[src/design/rxp_pkg.sv]
// Shared types, constants and helpers for the regex infix-to-postfix unit.
package rxp_pkg;

   localparam int STACK_DEPTH = 32;
   localparam int GROUP_DEPTH = 16;
   localparam int OUT_DEPTH   = 64;

   localparam int TOKW = 9;
   localparam int SCW  = $clog2(STACK_DEPTH + 1);
   localparam int SAW  = $clog2(STACK_DEPTH);
   localparam int GCW  = $clog2(GROUP_DEPTH + 1);
   localparam int GAW  = $clog2(GROUP_DEPTH);
   localparam int OCW  = $clog2(OUT_DEPTH + 1);
   localparam int OAW  = $clog2(OUT_DEPTH);

   localparam logic [TOKW-1:0] JOIN_RESET = 9'd272;

   localparam logic [TOKW-1:0] CH_LBRACE = 9'd123;  // {
   localparam logic [TOKW-1:0] CH_RBRACE = 9'd125;  // }
   localparam logic [TOKW-1:0] CH_LPAR   = 9'd40;   // (
   localparam logic [TOKW-1:0] CH_RPAR   = 9'd41;   // )
   localparam logic [TOKW-1:0] CH_LBRACK = 9'd91;   // [
   localparam logic [TOKW-1:0] CH_RBRACK = 9'd93;   // ]
   localparam logic [TOKW-1:0] CH_ALT    = 9'd124;  // |
   localparam logic [TOKW-1:0] CH_STAR   = 9'd42;
   localparam logic [TOKW-1:0] CH_PLUS   = 9'd43;
   localparam logic [TOKW-1:0] CH_QMARK  = 9'd63;
   localparam logic [TOKW-1:0] CH_CARET  = 9'd94;
   localparam logic [TOKW-1:0] CH_DOLLAR = 9'd36;

   localparam logic [2:0] PRIO_POSTFIX = 3'd5;
   localparam logic [2:0] PRIO_ANCHOR  = 3'd4;
   localparam logic [2:0] PRIO_JOIN    = 3'd3;
   localparam logic [2:0] PRIO_ALT     = 3'd2;
   localparam logic [2:0] PRIO_LPAR    = 3'd1;
   localparam logic [2:0] PRIO_NONE    = 3'd0;

   typedef enum logic [2:0] {
      K_OP, K_LPAR, K_RPAR, K_LBRACE, K_LBRACK, K_PLAIN
   } kind_type;

   typedef struct packed {
      logic [TOKW-1:0] tok;
      logic            last;
      kind_type        kind;
      logic [2:0]      prio;
      logic            is_rbrace;
      logic            is_rbrack;
   } item_type;

   typedef struct packed {
      logic [SCW-1:0] op_count;
      logic [GCW-1:0] group_len;
      logic           busy;
   } stat_type;

   typedef enum logic [3:0] {
      S_IDLE, S_RD, S_CHK, S_PUSH, S_PUSHG, S_END, S_DRD, S_DLD, S_FIN
   } state_type;

   typedef enum logic [1:0] { M_GE, M_RPAR, M_FLUSH } mode_type;
   typedef enum logic [1:0] { A_PUSH, A_GROUP, A_END } after_type;

   function automatic logic [2:0] prio_of(input logic [TOKW-1:0] t,
                                         input logic [TOKW-1:0] join_tok);
      logic [2:0] p;
      priority if (t == join_tok) p = PRIO_JOIN;
      else if (t == CH_PLUS || t == CH_QMARK || t == CH_STAR || t == CH_LBRACE)
         p = PRIO_POSTFIX;
      else if (t == CH_CARET || t == CH_DOLLAR) p = PRIO_ANCHOR;
      else if (t == CH_ALT) p = PRIO_ALT;
      else if (t == CH_LPAR) p = PRIO_LPAR;
      else p = PRIO_NONE;
      return p;
   endfunction

endpackage

[src/design/rxp_front.sv]
// Front end: join register, token classifier and two-entry item queue.
module rxp_front (
   input  logic                     clock,
   input  logic                     reset,
   input  logic                     csr_we,
   input  logic [rxp_pkg::TOKW-1:0] csr_wdata,
   input  logic                     req_tvalid,
   output logic                     req_tready,
   input  logic [rxp_pkg::TOKW-1:0] req_tok,
   input  logic                     req_last,
   output logic                     item_valid,
   input  logic                     item_pop,
   output rxp_pkg::item_type        item,
   output logic [rxp_pkg::TOKW-1:0] join_tok
);
   import rxp_pkg::*;

   logic [TOKW-1:0] join_ff, join_in;
   item_type        ent_ff [2];
   logic            wp_ff, wp_in, rp_ff, rp_in;
   logic [1:0]      cnt_ff, cnt_in;
   item_type        cls;
   logic            push;

   always_comb begin
      cls.tok       = req_tok;
      cls.last      = req_last;
      cls.prio      = prio_of(req_tok, join_ff);
      cls.is_rbrace = (req_tok == CH_RBRACE);
      cls.is_rbrack = (req_tok == CH_RBRACK);
      // join match outranks any ASCII meaning
      priority if (req_tok == join_ff) cls.kind = K_OP;
      else if (req_tok == CH_LPAR)   cls.kind = K_LPAR;
      else if (req_tok == CH_RPAR)   cls.kind = K_RPAR;
      else if (req_tok == CH_LBRACE) cls.kind = K_LBRACE;
      else if (req_tok == CH_LBRACK) cls.kind = K_LBRACK;
      else if (cls.prio != PRIO_NONE) cls.kind = K_OP;
      else cls.kind = K_PLAIN;
   end

   assign req_tready = (cnt_ff != 2'd2);
   assign push       = req_tvalid && req_tready;
   assign item_valid = (cnt_ff != 2'd0);
   assign item       = ent_ff[rp_ff];
   assign join_tok   = join_ff;

   always_comb begin
      join_in = csr_we ? csr_wdata : join_ff;
      wp_in   = push ? ~wp_ff : wp_ff;
      rp_in   = item_pop ? ~rp_ff : rp_ff;
      cnt_in  = cnt_ff + {1'b0, push} - {1'b0, item_pop};
   end

   always_ff @(posedge clock) begin
      if (reset) begin
         join_ff <= JOIN_RESET;
         wp_ff   <= 1'b0;
         rp_ff   <= 1'b0;
         cnt_ff  <= 2'd0;
      end else begin
         join_ff <= join_in;
         wp_ff   <= wp_in;
         rp_ff   <= rp_in;
         cnt_ff  <= cnt_in;
      end
   end

   always_ff @(posedge clock) begin
      if (push) begin
         ent_ff[wp_ff] <= cls;
      end
   end

endmodule

[src/design/rxp_back.sv]
// Back end: operator stack, group buffer, result buffer and drain sequencer.
module rxp_back (
   input  logic                     clock,
   input  logic                     reset,
   input  logic                     item_valid,
   output logic                     item_pop,
   input  rxp_pkg::item_type        item,
   input  logic [rxp_pkg::TOKW-1:0] join_tok,
   output logic                     rsp_tvalid,
   input  logic                     rsp_tready,
   output logic [rxp_pkg::TOKW-1:0] rsp_tok,
   output logic                     rsp_last,
   output logic                     rsp_err,
   output rxp_pkg::stat_type        stat
);
   import rxp_pkg::*;

   state_type       state_ff, state_in;
   mode_type        mode_ff, mode_in;
   after_type       after_ff, after_in;
   logic [SCW-1:0]  cnt_ff, cnt_in;
   logic [GCW-1:0]  glen_ff, glen_in;
   logic [OCW-1:0]  n_ff, n_in, k_ff, k_in;
   logic            in_grp_ff, in_grp_in, in_cls_ff, in_cls_in;
   logic            err_ff, err_in, unit_ff, unit_in;
   logic [2:0]      p_ff, p_in;
   logic [TOKW-1:0] tok_ff, tok_in;
   logic            last_ff, last_in;
   logic            rv_ff, rv_in, rl_ff, rl_in, re_ff, re_in;
   logic [TOKW-1:0] rt_ff, rt_in;

   logic [TOKW-1:0] stk_mem [STACK_DEPTH];
   logic [TOKW-1:0] stk_q;
   logic [TOKW-1:0] gbuf_ff [GROUP_DEPTH];
   logic [TOKW-1:0] ob_mem [OUT_DEPTH];
   logic [TOKW-1:0] ob_q;

   logic [SCW-1:0]  cm1, room;
   logic [GCW-1:0]  gm1;
   logic [OCW-1:0]  kp1;
   logic            stk_we, stk_rd, ob_rd, g_we, emit, load, fin, g_ovf;
   logic [TOKW-1:0] stk_wd, emit_tok, g_wd;
   logic [GAW-1:0]  g_wa;

   assign cm1   = cnt_ff - SCW'(1);
   assign gm1   = glen_ff - GCW'(1);
   assign kp1   = k_ff + OCW'(1);
   assign room  = SCW'(STACK_DEPTH) - cnt_ff;
   assign g_ovf = 16'(room) < 16'(glen_ff);
   assign load  = (state_ff == S_DLD) && (!rv_ff || rsp_tready);

   // loop end: either empty stack in RD or a stop condition in CHK
   always_comb begin
      fin = 1'b0;
      if (state_ff == S_RD && cnt_ff == '0) fin = 1'b1;
      if (state_ff == S_CHK && !unit_ff) begin
         unique case (mode_ff)
            M_GE:    fin = (prio_of(stk_q, join_tok) < p_ff);
            M_RPAR:  fin = (stk_q == CH_LPAR);
            M_FLUSH: fin = 1'b0;
            default: fin = 1'b0;
         endcase
      end
   end

   // next state
   always_comb begin
      state_in = state_ff;
      unique case (state_ff)
         S_IDLE: begin
            if (item_valid) begin
               if (in_cls_ff) state_in = S_END;
               else if (in_grp_ff) state_in = item.is_rbrace ? S_RD : S_END;
               else begin
                  unique case (item.kind)
                     K_OP:    state_in = S_RD;
                     K_LPAR:  state_in = S_PUSH;
                     K_RPAR:  state_in = S_RD;
                     default: state_in = S_END;
                  endcase
               end
            end
         end
         S_RD, S_CHK: begin
            if (fin) begin
               unique case (after_ff)
                  A_PUSH:  state_in = S_PUSH;
                  A_GROUP: state_in = g_ovf ? S_END : S_PUSHG;
                  default: state_in = S_END;
               endcase
            end else begin
               state_in = (state_ff == S_RD) ? S_CHK : S_RD;
            end
         end
         S_PUSH:  state_in = S_END;
         S_PUSHG: state_in = (glen_ff == GCW'(1)) ? S_END : S_PUSHG;
         S_END: begin
            if (last_ff && cnt_ff != '0) state_in = S_RD;
            else state_in = (n_ff == '0) ? S_FIN : S_DRD;
         end
         S_DRD: state_in = S_DLD;
         S_DLD: if (load) state_in = (kp1 == n_ff) ? S_FIN : S_DRD;
         S_FIN: state_in = S_IDLE;
         default: state_in = S_IDLE;
      endcase
   end

   // datapath
   always_comb begin
      mode_in   = mode_ff;
      after_in  = after_ff;
      cnt_in    = cnt_ff;
      glen_in   = glen_ff;
      n_in      = n_ff;
      k_in      = k_ff;
      in_grp_in = in_grp_ff;
      in_cls_in = in_cls_ff;
      err_in    = err_ff;
      unit_in   = unit_ff;
      p_in      = p_ff;
      tok_in    = tok_ff;
      last_in   = last_ff;
      rt_in     = rt_ff;
      rl_in     = rl_ff;
      re_in     = re_ff;
      rv_in     = rv_ff && !rsp_tready;
      item_pop  = 1'b0;
      stk_we    = 1'b0;
      stk_wd    = tok_ff;
      stk_rd    = 1'b0;
      ob_rd     = 1'b0;
      emit      = 1'b0;
      emit_tok  = item.tok;
      g_we      = 1'b0;
      g_wa      = glen_ff[GAW-1:0];
      g_wd      = item.tok;
      unique case (state_ff)
         S_IDLE: begin
            if (item_valid) begin
               item_pop = 1'b1;
               tok_in   = item.tok;
               last_in  = item.last;
               unit_in  = 1'b0;
               mode_in  = M_GE;
               after_in = A_END;
               p_in     = item.prio;
               if (in_cls_ff) begin
                  emit = 1'b1;
                  if (item.is_rbrack) in_cls_in = 1'b0;
               end else if (in_grp_ff) begin
                  if (glen_ff < GCW'(GROUP_DEPTH)) begin
                     g_we    = 1'b1;
                     glen_in = glen_ff + GCW'(1);
                  end else begin
                     err_in = 1'b1;
                  end
                  if (item.is_rbrace) begin
                     p_in     = PRIO_POSTFIX;
                     after_in = A_GROUP;
                  end
               end else begin
                  unique case (item.kind)
                     K_OP:   after_in = A_PUSH;
                     K_LPAR: ;
                     K_RPAR: mode_in = M_RPAR;
                     K_LBRACE: begin
                        in_grp_in = 1'b1;
                        g_we      = 1'b1;
                        g_wa      = '0;
                        glen_in   = GCW'(1);
                     end
                     K_LBRACK: begin
                        in_cls_in = 1'b1;
                        emit      = 1'b1;
                     end
                     default: emit = 1'b1;
                  endcase
               end
            end
         end
         S_RD: begin
            if (cnt_ff == '0) begin
               unit_in = 1'b0;
               if (mode_ff == M_RPAR) err_in = 1'b1;
            end else begin
               stk_rd = 1'b1;
            end
         end
         S_CHK: begin
            emit_tok = stk_q;
            if (unit_ff) begin
               emit   = 1'b1;
               cnt_in = cm1;
               if (stk_q == CH_RBRACE) unit_in = 1'b0;
            end else if (mode_ff == M_FLUSH) begin
               emit   = 1'b1;
               cnt_in = cm1;
            end else if (fin) begin
               if (mode_ff == M_RPAR) cnt_in = cm1;
            end else begin
               emit    = 1'b1;
               cnt_in  = cm1;
               unit_in = (stk_q == CH_LBRACE);
            end
         end
         S_PUSH: begin
            if (cnt_ff < SCW'(STACK_DEPTH)) begin
               stk_we = 1'b1;
               cnt_in = cnt_ff + SCW'(1);
            end else begin
               err_in = 1'b1;
            end
         end
         S_PUSHG: begin
            stk_we  = 1'b1;
            stk_wd  = gbuf_ff[gm1[GAW-1:0]];
            cnt_in  = cnt_ff + SCW'(1);
            glen_in = gm1;
            if (glen_ff == GCW'(1)) in_grp_in = 1'b0;
         end
         S_END: begin
            if (last_ff && cnt_ff != '0) begin
               mode_in  = M_FLUSH;
               after_in = A_END;
               unit_in  = 1'b0;
            end
            k_in = '0;
         end
         S_DRD: ob_rd = 1'b1;
         S_DLD: begin
            if (load) begin
               rv_in = 1'b1;
               rt_in = ob_q;
               rl_in = last_ff && (kp1 == n_ff);
               re_in = err_ff;
               k_in  = kp1;
            end
         end
         S_FIN: begin
            n_in = '0;
            if (last_ff) begin
               cnt_in    = '0;
               glen_in   = '0;
               in_grp_in = 1'b0;
               in_cls_in = 1'b0;
               err_in    = 1'b0;
            end
         end
         default: ;
      endcase
      // group close: overflow drops the whole group
      if ((state_ff == S_RD || state_ff == S_CHK) && fin && after_ff == A_GROUP
          && g_ovf) begin
         err_in    = 1'b1;
         glen_in   = '0;
         in_grp_in = 1'b0;
      end
      if (emit && n_ff < OCW'(OUT_DEPTH)) n_in = n_ff + OCW'(1);
   end

   always_ff @(posedge clock) begin
      if (reset) begin
         state_ff  <= S_IDLE;
         cnt_ff    <= '0;
         glen_ff   <= '0;
         n_ff      <= '0;
         in_grp_ff <= 1'b0;
         in_cls_ff <= 1'b0;
         err_ff    <= 1'b0;
         unit_ff   <= 1'b0;
         rv_ff     <= 1'b0;
      end else begin
         state_ff  <= state_in;
         cnt_ff    <= cnt_in;
         glen_ff   <= glen_in;
         n_ff      <= n_in;
         in_grp_ff <= in_grp_in;
         in_cls_ff <= in_cls_in;
         err_ff    <= err_in;
         unit_ff   <= unit_in;
         rv_ff     <= rv_in;
      end
   end

   always_ff @(posedge clock) begin
      mode_ff  <= mode_in;
      after_ff <= after_in;
      k_ff     <= k_in;
      p_ff     <= p_in;
      tok_ff   <= tok_in;
      last_ff  <= last_in;
      rt_ff    <= rt_in;
      rl_ff    <= rl_in;
      re_ff    <= re_in;
   end

   always_ff @(posedge clock) begin
      if (stk_we) stk_mem[cnt_ff[SAW-1:0]] <= stk_wd;
      if (stk_rd) stk_q <= stk_mem[cm1[SAW-1:0]];
   end

   always_ff @(posedge clock) begin
      if (g_we) gbuf_ff[g_wa] <= g_wd;
   end

   always_ff @(posedge clock) begin
      if (emit && n_ff < OCW'(OUT_DEPTH)) ob_mem[n_ff[OAW-1:0]] <= emit_tok;
      if (ob_rd) ob_q <= ob_mem[k_ff[OAW-1:0]];
   end

   assign rsp_tvalid     = rv_ff;
   assign rsp_tok        = rt_ff;
   assign rsp_last       = rl_ff;
   assign rsp_err        = re_ff;
   assign stat.op_count  = cnt_ff;
   assign stat.group_len = glen_ff;
   assign stat.busy      = (state_ff != S_IDLE);

endmodule

[src/design/regex_infix_to_postfix_unit.sv]
// Regex infix-to-postfix converter: shunting-yard over a token stream.
// Flow: a token is registered in the front queue before the back end sees it; the back end
//   dispatches it in IDLE, examines each stack entry in RD then CHK, pushes in PUSH or PUSHG
//   and drains each result in DRD then DLD. The back end handles one token at a time.
// The front queue holds two tokens, so input beats are taken while the back end works.
// Reset (synchronous, active high) empties the stack, queue and group state; join = 272.
module regex_infix_to_postfix_unit (
   input  logic        clock,
   input  logic        reset,
   input  logic        csr_we,
   input  logic [8:0]  csr_wdata,
   input  logic        req_tvalid,
   output logic        req_tready,
   input  logic [15:0] req_tdata,   // [8:0] token, [15:9] zero
   input  logic        req_tlast,
   output logic        rsp_tvalid,
   input  logic        rsp_tready,
   output logic [15:0] rsp_tdata,   // [8:0] out_token, [15:9] zero
   output logic        rsp_tlast,
   output logic        rsp_tuser    // [0] error
);
   import rxp_pkg::*;

   logic            item_valid, item_pop;
   item_type        item;
   logic [TOKW-1:0] join_tok, rsp_tok;
   stat_type        stat;

   rxp_front u_front (
      .clock      (clock),
      .reset      (reset),
      .csr_we     (csr_we),
      .csr_wdata  (csr_wdata),
      .req_tvalid (req_tvalid),
      .req_tready (req_tready),
      .req_tok    (req_tdata[TOKW-1:0]),
      .req_last   (req_tlast),
      .item_valid (item_valid),
      .item_pop   (item_pop),
      .item       (item),
      .join_tok   (join_tok)
   );

   rxp_back u_back (
      .clock      (clock),
      .reset      (reset),
      .item_valid (item_valid),
      .item_pop   (item_pop),
      .item       (item),
      .join_tok   (join_tok),
      .rsp_tvalid (rsp_tvalid),
      .rsp_tready (rsp_tready),
      .rsp_tok    (rsp_tok),
      .rsp_last   (rsp_tlast),
      .rsp_err    (rsp_tuser),
      .stat       (stat)
   );

   assign rsp_tdata = {7'd0, rsp_tok};

   a_stack_bound: assert property (@(posedge clock) disable iff (reset)
      stat.op_count <= SCW'(STACK_DEPTH))
      else $error("operator stack count past depth");

   a_group_bound: assert property (@(posedge clock) disable iff (reset)
      stat.group_len <= GCW'(GROUP_DEPTH))
      else $error("group buffer length past depth");

   a_pop_busy: assert property (@(posedge clock) disable iff (reset)
      item_pop |=> stat.busy)
      else $error("token taken but back end idle");

   a_reset_out: assert property (@(posedge clock) reset |=> !rsp_tvalid)
      else $error("result valid after reset");

endmodule
[config.mk]
export PLATFORM = sky130hd
export DESIGN_NAME = regex_infix_to_postfix_unit
export DESIGN_NICKNAME = d
export VERILOG_FILES = /design/src/design/rxp_pkg.sv /design/src/design/rxp_front.sv /design/src/design/rxp_back.sv /design/src/design/regex_infix_to_postfix_unit.sv
export SDC_FILE = /design/constraint.sdc
export NUM_CORES = 1
export LEC_CHECK = 0
export BUFFER_PORTS_ARGS = -buffer_cell sky130_fd_sc_hd__buf_2
export CAP_MARGIN = 25
export CORE_UTILIZATION = 40
export DETAILED_ROUTE_END_ITERATION = 10
export GPL_ROUTABILITY_DRIVEN = 0
export HOLD_SLACK_MARGIN = 0.02
export PLACE_DENSITY_LB_ADDON = 0.05
export SLEW_MARGIN = 20
export SYNTH_ARGS = -nofsm -noshare
export SYNTH_HDL_FRONTEND = slang
export SYNTH_SLANG_ARGS = --single-unit
[constraint.sdc]
create_clock -name clock -period 5.23 [get_ports clock]
set_clock_uncertainty 0.2 [all_clocks]
set_input_delay 0.2615 -clock clock [delete_from_list [all_inputs] [get_ports clock]]
set_output_delay 0.2615 -clock clock [all_outputs]
set_load 0.05 [all_outputs]
Word-level counts from Yosys, hierarchy flattened
Memory sizes are Yosys's and may differ from the RTL's. A register that Yosys moved wholly into a read port is not among the register bits.
Index checks and enable logic that the tools add are counted.
{ "totals": {"n_memories": 4, "elab_cells": 296, "ram_bits": 1044, "out_inout_bits": 20, "latch_bits": 0, "regBits": 75, "romBits": 0} }
{ "mem_list": {"columns": ["name", "words", "word_bits", "rd", "rd_ports_with_merged_regs", "wr", "line", "rtl"], "rows": [
  ["u_back.ob_mem", 64, 9, 1, 1, 1, "rxp_back.sv:35", "logic [TOKW-1:0] ob_mem [OUT_DEPTH];"],
  ["u_back.stk_mem", 32, 9, 1, 1, 1, "rxp_back.sv:32", "logic [TOKW-1:0] stk_mem [STACK_DEPTH];"],
  ["u_back.gbuf_ff", 16, 9, 1, 0, 1, "rxp_back.sv:34", "logic [TOKW-1:0] gbuf_ff [GROUP_DEPTH];"],
  ["u_front.ent_ff", 2, 18, 1, 1, 1, "rxp_front.sv:19", "item_type ent_ff [2];"]
]} }
{ "op_classes": {"n_lt_le_gt_ge": 5, "addsub": 9, "eq_ne": 60, "div": 0, "n_mux": 138, "n_bitwise": 2, "shifts": 0, "n_reduce_logical": 56, "n_mul": 0} }
{ "ops": {"columns": ["cell", "count"], "rows": [
  ["9-bit by 6-bit equality test with 1-bit output (second input constant)", 11],
  ["9-bit by 7-bit equality test with 1-bit output (second input constant)", 10],
  ["1-bit two-way mux", 63],
  ["3-bit two-way mux", 20],
  ["4-bit two-way mux", 13],
  ["6-bit two-way mux", 6],
  ["5-bit two-way mux", 6],
  ["4-bit case mux with 7 select lines", 1],
  ["6-bit case mux with 4 select lines", 1],
  ["7-bit two-way mux", 3],
  ["2-bit two-way mux", 10],
  ["9-bit equality test", 2],
  ["9-bit two-way mux", 2],
  ["3-bit != test (second input constant)", 6],
  ["4-bit by 3-bit equality test with 1-bit output (second input constant)", 4],
  ["5-bit case mux with 3 select lines", 1],
  ["7-bit by 1-bit adder with 7-bit output (second input constant)", 2],
  ["7-bit case mux with 2 select lines", 1],
  ["1-bit logical AND", 11],
  ["1-bit logical OR", 10],
  ["2-bit by 1-bit != test with 1-bit output (second input constant)", 5],
  ["2-bit nonzero test", 5],
  ["3-bit by 1-bit != test with 1-bit output (second input constant)", 3],
  ["9-bit AND reduction", 1],
  ["other kinds (49)", 73]
]} }

Depth between registers and ports, before layout
Gate-level depths: netlist (run 1).
{ "depth": {"ltp_word": 18, "ltp_mapped": 16, "mapped_depth_nobuf": 13} }

Cells and area by module
A second synthesis (run 1) with hierarchy kept.
{ "unflattened": {"hier_cells": 2585, "hier_area_um2": 46223.1} }
{ "modules_own_cells": {"columns": ["mod", "seq_area_each_um2", "area_each_um2", "cells_per_inst", "n_inst"], "rows": [
  ["rxp_back", 32401.1, 44021.0, 2422, 1],
  ["rxp_front", 1361.3, 2145.8, 155, 1],
  ["regex_infix_to_postfix_unit", 0.0, 56.3, 8, 1]
]} }

Worst setup path before layout (run 1)
Ideal clock, no wire load.
{ "synth_path": {"kind": "flip-flop to flip-flop", "startpoint": "reg u_back.glen_ff[0]", "endpoint": "mem u_back.stk_mem[0][6] (data pin)", "required_ps": 4576, "path_buffers": 3, "arrival_ps": 4034, "stages_incl_launch_ff": 10, "path_slack_ps": 542, "synth_period_minus_slack_ps": 4688, "path_cell_list": "dfxtp_1 clkbuf_1 clkbuf_1 inv_1 ha_1 xor2_1 clkbuf_1 mux2_2 a21oi_1 o21ai_0"} }
{ "synth_between": {"elab_chain_cells": 3} }
{ "synth_rtl": {"columns": ["element", "line", "rtl"], "rows": [
  ["start, declared", "rxp_back.sv:22", "logic [GCW-1:0] glen_ff, glen_in;"],
  ["start signal, assigned", "rxp_back.sv:275", "glen_ff <= glen_in;"],
  ["5-bit by 1-bit subtractor with 5-bit output", "rxp_back.sv:46", "assign gm1 = glen_ff - GCW'(1);"],
  ["memory read 16 x 9 bit", null, null],
  ["9-bit two-way mux", "rxp_back.sv:137", "unique case (state_ff)"],
  ["via u_back.stk_wd[6]", "rxp_back.sv:42", "logic [TOKW-1:0] stk_wd, emit_tok, g_wd;"],
  ["end, declared", "rxp_back.sv:32", null]
]} }
The timed path passes the listed nets, and every way through them passes these cells.

Worst setup path after layout (run 1)
{ "layout_path": {"startpoint": "reg u_back.stk_q[0] (read register of u_back.stk_mem)", "endpoint": "mem u_back.ob_mem[53][8] (enable)"} }
{ "layout_between": {"elab_chain_cells": 18} }
{ "layout_rtl": {"columns": ["element", "line", "rtl"], "rows": [
  ["start, declared", "rxp_back.sv:33", "logic [TOKW-1:0] stk_q;"],
  ["9-bit by 6-bit equality test with 1-bit output (on tied branches)", "rxp_pkg.sv:72, rxp_back.sv:59, rxp_pkg.sv:68", null],
  ["1-bit two-way mux or 1-bit logical OR (tied branches)", "rxp_pkg.sv:72, rxp_pkg.sv:68", null],
  ["3-bit two-way mux or 1-bit logical OR (tied branches)", "rxp_pkg.sv:71, rxp_pkg.sv:68", null],
  ["3-bit two-way mux or 1-bit logical OR (tied branches)", "rxp_pkg.sv:70, rxp_pkg.sv:68", null],
  ["3-bit two-way mux", "rxp_pkg.sv:68", "else if (t == CH_PLUS || t == CH_QMARK || t == CH_STAR || t == CH_LBRACE)"],
  ["3-bit two-way mux", "rxp_pkg.sv:67", "priority if (t == join_tok) p = PRIO_JOIN;"],
  ["3-bit two-way mux", "rxp_back.sv:57", "unique case (mode_ff)"],
  ["3-bit two-way mux", "rxp_back.sv:56", "if (state_ff == S_CHK && !unit_ff) begin"],
  ["(+2 left out)", null, null],
  ["1-bit two-way mux *", "rxp_back.sv:56", null],
  ["1-bit two-way mux *", "rxp_back.sv:198", "end else if (fin) begin"],
  ["1-bit two-way mux *", "rxp_back.sv:195", "end else if (mode_ff == M_FLUSH) begin"],
  ["1-bit two-way mux *", "rxp_back.sv:191", "if (unit_ff) begin"],
  ["1-bit case mux with 2 select lines *", "rxp_back.sv:137", null],
  ["1-bit logical AND *", "rxp_back.sv:307", "if (emit && n_ff < OCW'(OUT_DEPTH)) ob_mem[n_ff[OAW-1:0]] <= emit_tok;"],
  ["1-bit two-way mux *", "rxp_back.sv:307", null],
  ["1-bit two-way mux (not written as such) *", "rxp_back.sv:307", null],
  ["end, declared", "rxp_back.sv:35", null]
]} }
Mark *: on every way between the ends. The rest lies on a longest branch, timed or not. The select of a mux whose other input is x is not followed.

==> out/results.tsv, run 1 <==
metric	value	unit
wl_per_cell	26.8	um
yosysTopAreaCell	edfxtp_1	
power_density	516	nW/um2
first_pass_iters	5	
synth_area_per_cell	18.3	um2
status	finished clean	
crit_arrival	4.83	ns
finish.instance_area	53300	um2
grt_use_total	0.200	
drive_above_1_share	0.242	
synth.distinct_cells	78	
cts_sinks	1138	
worstPathMaxFanout	9	
cts_buffers	117	
antenna_found_initial	3	
clock_tree.buffer_depth	3	
final_nets	2758	
grt_pass1_wl	171	mm
fillers	9564	
ctsHtreeMaxLevel	3	
viasPerCell	5.56	
cts_tree	done	
ir_worst_vdd	396	uV
min_path_type	in2reg	
cp.required	5.45	ns
grt_remaining_overflow	0	
detail-route-antenna-nets	0	
die_h	342	um
wl	116	mm
end_kind	register	
yosys_register_bits	1138	
fmax	217	MHz
cts_setup_buffers	0	
antenna_cells	0	
port_buffers	36	
cp-start-kind	register	
ys_seq_area_frac	0.731	
synth_area	46200	um2
ios	51	
rsz0062_at_grt	no	
timing.final.crit_share	0.882	
worstMarginPinSlew	1.01	ns
die_w	342	um
dp_hpwl	73.5	mm
rows	124	
relSlewSlack	0.322	
dieArea	117000	um2
start_util	0.404	
finalSetupViolations	0	
synth-main-ff-cell	edfxtp_1	
clk-insertion-delay-late	0.71	ns
postPlaceCellArea	48900	um2
cts_root_buf	clkbuf_16	
setup.worst_path.class	reg2reg	
synth_area_leaders	edfxtp_1 71%, mux4_2 10%, mux2i_1 3.2%, o221ai_1 1.9%, dfxtp_1 1.8%	
grt_max_degree	79	
finalSetupTns	0	ns
hold_viol	0	
num_vias	24000	
core_region_area	114000	um2
grt_pass1_vias	24600	
yosys_warnings	0	
syn_to_final_growth	15.3	%
finalMaxSlewViolations	0	
p_leak	17.2	nW
min_period	4.61	ns
drt_iter0_drc	2027	
synth_top_area_frac	0.713	
maxCapViolations	0	
syn_inst	2523	
clk_pin_slew	0.06	ns
async_flop_share	0	
synth-edff-count	1097	
post-route-util	0.466	
drc	0	
cells by family after synthesis:
logic type,synth area share
flops,0.731
compound gates,0.0445
mux,0.143
simple gates,0.0498
fa+ha+maj,0.00569
other cells,0.0000812
xor+xnor,0.00897
buf+inv,0.0174
per-layer routing:
layer  global-route usage  vias to the layer above  wire [um]
met5                    0                        -          0
met4               0.0496                        0       2200
met3               0.0258                      138       5340
met2                0.315                      613      54200
met1                0.296                    12600      54100
li1                     -                    10700          -
sequential cells by signal (all words and copies together) (netlist names), 2 cells and up, named ones only:
register and flops:
u_back.after_ff 2, u_back.cnt_ff 6, u_back.gbuf_ff 144, u_back.glen_ff 5, u_back.k_ff 7, u_back.mode_ff 2
u_back.n_ff 7, u_back.ob_mem 576, u_back.ob_q 9, u_back.p_ff 3, u_back.rsp_tok 9, u_back.state_ff 4
u_back.stk_mem 288, u_back.stk_q 9, u_back.tok_ff 9, u_front.cnt_ff 2, u_front.ent_ff 36, u_front.join_tok 9
report_power, final:
group	switching, W	total (W)	leakage [nW]	internal, W
registers	0.000268	0.0118	10.2	0.0116
logic	0.00471	0.00714	5.03	0.00243
clock network	0.00349	0.00851	1.94	0.00502
layout by cell type, fill, tap and decap left out, types with 10 or more instances in the layout:
cell type,netlist,routed
nor2_1,131,130
a31oi_1,11,11
nor4_2,14,30
o21ai_2,1,10
clkinv_1,1,26
xnor2_1,17,16
nand2_1,99,97
o21ai_0,30,20
xor2_1,25,24
clkbuf_1,106,14
inv_1,30,30
a21oi_1,70,70
bufinv_16,0,18
dlygate4sd3_1,0,40
buf_4,8,133
o221ai_1,100,100
mux4_2,207,207
dfxtp_1,41,38
ha_1,21,20
mux2i_1,148,148
edfxtp_1,1097,1097
buf_2,12,36
mux2_2,38,37
nand3b_1,10,10
clkbuf_16,0,118
nor2b_1,12,12
nand3_1,47,47
clkinv_2,0,29
nor3_1,50,49
path summary, 6_finish.rpt:
| path | from | endpoint | slack (ns) | depth (start not counted) |
|---|---|---|---|---|
| worst max-delay path | u_back.stk_q[0]$_DFFE_PP_ | u_back.ob_mem[53][8]$_DFFE_PP_ | 0.62 | 14 |
| worst min-delay path | req_tlast | u_front.ent_ff[1][8]$_DFFE_PP_ | 0.1 | 2 |
| worst max register to register | u_back.stk_q[0]$_DFFE_PP_ | u_back.ob_mem[53][8]$_DFFE_PP_ | 0.62 | 14 |
| worst min register to register | u_back.ob_q[0]$_DFFE_PN_ | u_back.rsp_tok[0]$_DFFE_PP_ | 0.23 | 0 |
per-stage QoR:
stage          setup WS (ns)  total power, W  hold slack, ns  cells
6_report               0.616          0.0275          0.0981   4318
5_1_grt                0.397          0.0286          0.0692   4318
4_1_cts                0.592          0.0278          0.0471   4315
3_5_place_dp           0.633          0.0192           0.212   4056
3_3_place_gp           0.587          0.0191           0.209   4055
2_1_floorplan          0.542          0.0162           0.151   2529
Yosys cell counts (6+ instances only):
cell	n
xnor2_1	17
edfxtp_1	1097
o21ai_0	30
o221ai_1	100
ha_1	21
nor2b_1	12
buf_2	12
a21oi_1	70
nand3_1	47
o22ai_1	6
buf_1	27
and3_1	7
a32o_1	9
or3b_2	6
nor2_1	131
nand2_1	99
mux2i_1	148
clkbuf_1	106
nand2b_1	9
mux4_2	207
a31oi_1	11
or3_1	9
a211oi_1	8
nor4_2	14
dfxtp_1	41
nor4_1	25
nor3_1	50
inv_1	30
xor2_1	25
buf_4	8
mux2_2	38
nand3b_1	10
worst max-delay path, cell delays in order (launching register included):
cell	delay (ns)
edfxtp_1	0.54
xor2_1	0.20
nor4_1	0.34
nand4_1	0.35
o21a_1	0.22
ha_1	0.28
o21ai_0	0.15
a211oi_4	0.30
nand2_2	0.10
a2111oi_4	0.32
buf_4	0.23
o21ai_2	0.08
or2_1	0.57
nor2_1	0.27
buf_4	0.18
final cells by class:
| type | instances | area, um2 | share of cell area |
|---|---|---|---|
| timing repair buffer | 216 | 1710 | 0.0320 |
| clock inverter | 86 | 916 | 0.0172 |
| clock buffer | 133 | 3020 | 0.0567 |
| tap | 1512 | 1890 | 0.0355 |
| multi-input combinational | 1199 | 11800 | 0.222 |
| sequential | 1138 | 33800 | 0.634 |
| inverter | 34 | 128 | 0.00240 |
what timing repair did:
action                    4_1_cts  5_1_grt
hold buffers                   40        0
hold endpoints to repair       77        0
resized for setup               0        0
Note: power is estimated with default switching activity, not from simulation.
==> inputs of run 2 (changes only) <==
Settings changed: ABC_AREA from default to 1, CORE_MARGIN from default to 2.
==> out/results.tsv, run 2 <==
metric	value	unit
status	finished clean	
cts_sinks	1138	
crit_chain	inv_1 > nand2_1 > nor2_1 > nand2_1 > nand3_1 > nand2_1 > a21oi_1 > ha_1 > nand2_1 > inv_1 > nand2_1 > nand2_1 > nand2_2 > nand3_2 > nand2_2 > nand2_4 > nand2_4 > inv_2 > nand2_1 > nor2_1	
crit_path_max_incr_delay	0.76	ns
num_vias	30000	
finalSetupViolations	0	
path_delay_family	simple AND/OR/NAND/NOR gates	
antenna_found_initial	0	
synth_commonest_cells	1097 x edfxtp_1, 851 x nor2_1, 566 x o21ai_0	
post-place-ws	1.09	ns
rows	125	
finish.instance_area	53200	um2
synth-edff-count	1097	
crit_slowest_cell	nor2_1	
cts_tree	done	
switching_share	0.355	
power	0.0298	W
die_w	345	um
min_period	4.11	ns
dieArea	119000	um2
setup.worst_path.class	reg2reg	
drive_above_1_share	0.0951	
cts_root_buf	clkbuf_16	
detail-route-antenna-nets	0	
wl	130	mm
grt_use_total	0.214	
clkPwrFrac	0.294	
synth_area	46500	um2
syn_to_final_growth	14.3	%
largest_register_ffs	576	
cp.required	5.37	ns
relSlewSlack	0.306	
synth-main-ff-cell	edfxtp_1	
cts_setup_buffers	0	
hold_viol	0	
grt_max_degree	163	
antenna_cells	0	
clk_pin_slew	0.06	ns
worstPathMaxFanout	13	
fillers	10400	
most-common-layout-cells	1097 x edfxtp_1, 850 x nor2_1, 556 x o21ai_0	
synthMostInstantiatedCell	edfxtp_1	
drt_iter0_drc	2513	
postPlaceCellArea	48600	um2
pwr-share-seq	0.407	
end_kind	register	
combPwrFrac	0.299	
p_sw	0.0106	W
final_nets	3861	
grt_pass1_vias	29900	
clk-insertion-delay-late	0.72	ns
start_util	0.402	
maxCapViolations	0	
timing.final.crit_share	0.786	
grt_remaining_overflow	0	
drc	0	
ys_seq_area_frac	0.726	
dpl.cell_count	5164	
setup_ws	1.12	ns
port_buffers	36	
instances_no_fill	5437	
internal_power	0.0192	W
synth_area_per_cell	12.4	um2
viasPerCell	5.52	
final_common_cell	edfxtp_1	
cp-start-kind	register	
dp_hpwl	79.3	mm
p_leak	17.3	nW
die_h	345	um
grt_pass1_wl	193	mm
worst-path-buf-inv	3	
synth.distinct_cells	51	
power_density	560	nW/um2
first_pass_iters	6	
ctsHtreeMaxLevel	3	
crit_arrival	4.25	ns
finalSetupTns	0	ns
ir_worst_vdd	383	uV
worstMarginPinSlew	1.04	ns
clock_tree.buffer_depth	3	
fmax	243	MHz
yosys_warnings	0	
yosys_register_bits	1138	
synth_area_leaders	edfxtp_1 71%, nor2_1 6.9%, o21ai_0 6.1%, o22ai_1 2.6%, dfxtp_1 1.8%	
finalMaxSlewViolations	0	
ios	51	
cts_buffers	120	
core_region_area	116000	um2
crit_top_cell	nand2_1	
yosysTopAreaCell	edfxtp_1	
wl_per_cell	23.9	um
async_flop_share	0	
min_path_type	in2reg	
synth_top_area_frac	0.708	
syn_inst	3756	
rsz0062_at_grt	no	
[run 2: stage by stage]
stage	hold slack, ns	util
floorplan	0.160	-
global placement	0.209	0.420
detailed placement	0.206	0.420
CTS	0.0327	0.459
global route	0.0762	0.460
finish	0.0842	0.460
[run 2: routing by layer]
layer,part of all wire,global-route usage,up-vias
li1,-,-,14000
met1,0.43,0.280,15000
met2,0.49,0.365,839
met3,0.045,0.0260,208
met4,0.035,0.0815,0
met5,0,0,-
[run 2: timing repair]
item / in CTS / in global routing
gates resized for setup: 0 / 0
hold endpoints to repair: 99 / 0
hold buffers: 39 / 0
endpoints found under the setup margin: 0 / 0
[run 2: path summary, 6_finish.rpt]
path	startpoint	to	slack, ns	cells after the start
setup reg to reg	u_back.stk_q[7]$_DFFE_PP_	u_back.ob_mem[22][5]$_DFFE_PP_	1.12	20
hold reg to reg	u_back.ob_q[0]$_DFFE_PN_	u_back.rsp_tok[0]$_DFFE_PP_	0.22	0
hold / removal	req_tlast	u_front.ent_ff[0][8]$_DFFE_PP_	0.08	2
setup / recovery	u_back.stk_q[7]$_DFFE_PP_	u_back.ob_mem[22][5]$_DFFE_PP_	1.12	20
[run 2: cells by family (layout without fill, tap and decap cells)]
group | count (synthesis) | after routing | synth area share
AND/OR/NAND/NOR | 1158 | 1158 | 0.0994
flip-flops | 1138 | 1138 | 0.726
AO/OA/AOI/OAI | 1008 | 1008 | 0.127
buffers and inverters | 376 | 527 | 0.0316
multiplexers | 28 | 28 | 0.00602
XOR/XNOR | 26 | 26 | 0.00489
adder cells (fa/ha/maj) | 21 | 21 | 0.00565
other | 1 | 7 | 0.0000806
[run 2: final cells by class]
| type | count | area, um2 | share of cell area |
|---|---|---|---|
| flip-flops and latches | 1138 | 33800 | 0.635 |
| multi-input cells | 2248 | 11600 | 0.217 |
| clock buffers | 142 | 3120 | 0.0586 |
| well taps | 1524 | 1910 | 0.0358 |
| repair buffers | 161 | 1340 | 0.0252 |
| clock inverters | 84 | 956 | 0.0180 |
| inverters | 140 | 537 | 0.0101 |
[run 2: power by group through the flow]
stage               clock, W  sequential [W]  combinational, W
CTS                  0.00893          0.0121           0.00902
finish               0.00875          0.0121           0.00893
global route         0.00928          0.0122           0.00970
detailed placement         0          0.0123           0.00897
floorplan                  0          0.0124           0.00493
global placement           0          0.0123           0.00880
==> inputs of run 3 (changes only) <==
Clock period 5.23 ns to 3.75 ns, I/O delays scaled along.
==> out/results.tsv, run 3 (synthesized netlist as in run 2, its figures left out) <==
metric	value	unit
status	finished clean	
reg2reg_to	u_back.ob_mem[57][5]$_DFFE_PP_	
grt_pass1_wl	200	mm
cts_sinks	1138	
worstMarginPinSlew	1.05	ns
grt_use_total	0.223	
rrSetupSlack	0.25	ns
topRoutingLayerUsed	met4	
power_density	783	nW/um2
viasPerCell	5.56	
cts_tree	done	
cp-start-kind	register	
fmax	285	MHz
hold_viol	0	
dieArea	119000	um2
start_util	0.402	
worst-path-buf-inv	3	
path_delay_family	simple AND/OR/NAND/NOR gates	
wl	136	mm
drt_iter0_drc	3048	
most-common-layout-cells	1097 x edfxtp_1, 850 x nor2_1, 557 x o21ai_0	
pwr-share-seq	0.397	
detail-route-antenna-nets	0	
relSlewSlack	0.302	
switching_share	0.355	
p_sw	0.0151	W
syn_to_final_growth	16.8	%
cp.depth	17	
crit_top_cell	nand2_4	
finalMaxSlewViolations	0	
power	0.0426	W
cts_root_buf	clkbuf_16	
port_buffers	36	
ctsHtreeMaxLevel	3	
worstPathMaxFanout	11	
setup.worst_path.class	reg2reg	
min_to	u_front.ent_ff[0][11]$_DFFE_PP_	
end_kind	register	
setup_ws	0.246	ns
first_pass_iters	7	
combPwrFrac	0.326	
min_period	3.50	ns
route.met2.wl	66.5	mm
cp.required	4.01	ns
wl_per_cell	24.3	um
drive_above_1_share	0.127	
drt-met1-wl	57.5	mm
crit_chain	inv_2 > nand2_1 > nor4_1 > o21ai_0 > a21oi_1 > ha_1 > a211oi_1 > nand2_1 > nand2_2 > nand3_2 > nand2_2 > nand2_4 > nand2_4 > inv_6 > nand2_4 > nor2_1 > buf_4	
grt_remaining_overflow	0	
core_region_area	116000	um2
min_path_type	in2reg	
rsz0062_at_grt	no	
rows	125	
antenna_cells	0	
cts_buffers	120	
r2r-start	u_back.stk_q[1]$_DFFE_PP_	
final_nets	3998	
min_path_cells	2	
worstHoldStart	req_tdata[2]	
dp_hpwl	85.9	mm
r2r_cells	17	
post-route-util	0.470	
clock_tree.buffer_depth	3	
clkPwrFrac	0.277	
crit_slowest_cell	edfxtp_1	
antenna_found_initial	4	
internal_power	0.0274	W
maxCapViolations	0	
grt_pass1_vias	30900	
timing.final.crit_share	0.934	
post-place-ws	-0.0831	ns
cp-startpoint	u_back.stk_q[1]$_DFFE_PP_	
final_common_cell	edfxtp_1	
crit_path_max_incr_delay	0.47	ns
die_w	345	um
largest_register_ffs	576	
clk-insertion-delay-late	0.71	ns
grt_max_degree	148	
drc	0	
ios	51	
crit_arrival	3.76	ns
clk_pin_slew	0.06	ns
die_h	345	um
route.met3.wl	6.65	mm
num_vias	31000	
finalSetupViolations	0	
p_leak	18.1	nW
ir_worst_vdd	736	uV
## run 3: cell count changes in the layout (fill, tap and decap cells not counted), moves of 2 or more
cell	delta
buf_12	+21
inv_4	+3
inv_16	-3
nand2_2	-8
dlygate4sd3_1	+3
clkbuf_8	+2
bufinv_16	-5
nand2_4	+8
clkbuf_4	+3
clkinv_1	-8
inv_6	+4
buf_4	+113
buf_16	-2
buf_2	+2
## run 3: worst max path at each step
stage	endpoint	slack, ns
global route	u_back.ob_mem[6][4]$_DFFE_PP_	0.01
floorplan	u_back.ob_mem[0][0]$_DFFE_PP_	-0.64
CTS	u_back.ob_mem[31][7]$_DFFE_PP_	0.02
detailed placement	u_back.ob_mem[23][5]$_DFFE_PP_	-0.08
finish	u_back.ob_mem[57][5]$_DFFE_PP_	0.25
global placement	u_back.ob_mem[23][8]$_DFFE_PP_	-0.04
## run 3: power groups by stage
stage          logic, W  clock network, W  registers, W
5_1_grt          0.0151            0.0125        0.0169
6_report         0.0139            0.0118        0.0169
4_1_cts          0.0140            0.0120        0.0169
3_3_place_gp     0.0138                 0        0.0171
2_1_floorplan   0.00687                 0        0.0172
3_5_place_dp     0.0139                 0        0.0172
## run 3: what timing repair did
item	in CTS	in global routing
buffers inserted	0	2
setup endpoints to repair	72	543
hold endpoints to repair	99	0
resized for setup	1	15
hold buffers	42	0
## run 3: cell type report
cell class | count | area (um2)
Fill cell | 10400 | 61400
Sequential cell | 1138 | 33800
Multi-Input combinational cell | 2248 | 11600
Clock buffer | 147 | 3170
Timing Repair Buffer | 298 | 2600
Tap cell | 1524 | 1910
Clock inverter | 75 | 747
Inverter | 140 | 542
## run 3: metal layers
layer	vias up	GRT usage
li1	14200	-
met1	15500	0.296
met2	992	0.378
met3	225	0.0270
met4	0	0.0804
met5	-	0
## run 3: worst reg2reg max path, stage by stage, from the launching register on
cell,delay [ns]
edfxtp_1,0.47
inv_2,0.15
nand2_1,0.10
nor4_1,0.26
o21ai_0,0.12
a21oi_1,0.17
ha_1,0.26
a211oi_1,0.23
nand2_1,0.11
nand2_2,0.09
nand3_2,0.07
nand2_2,0.09
nand2_4,0.09
nand2_4,0.21
inv_6,0.16
nand2_4,0.22
nor2_1,0.07
buf_4,0.19
## run 3: per-stage QoR
stage	std cells	TNS (ns)	hold slack [ns]	area [um2]
after floorplan	3762	-368.88	0.0864	46600
after global placement	5299	-1.93	0.187	49900
after detailed placement	5301	-4.88	0.189	49900
after CTS	5565	0	0.0283	54200
after global routing	5570	0	0.0704	54400
final	5570	0	0.0768	54400
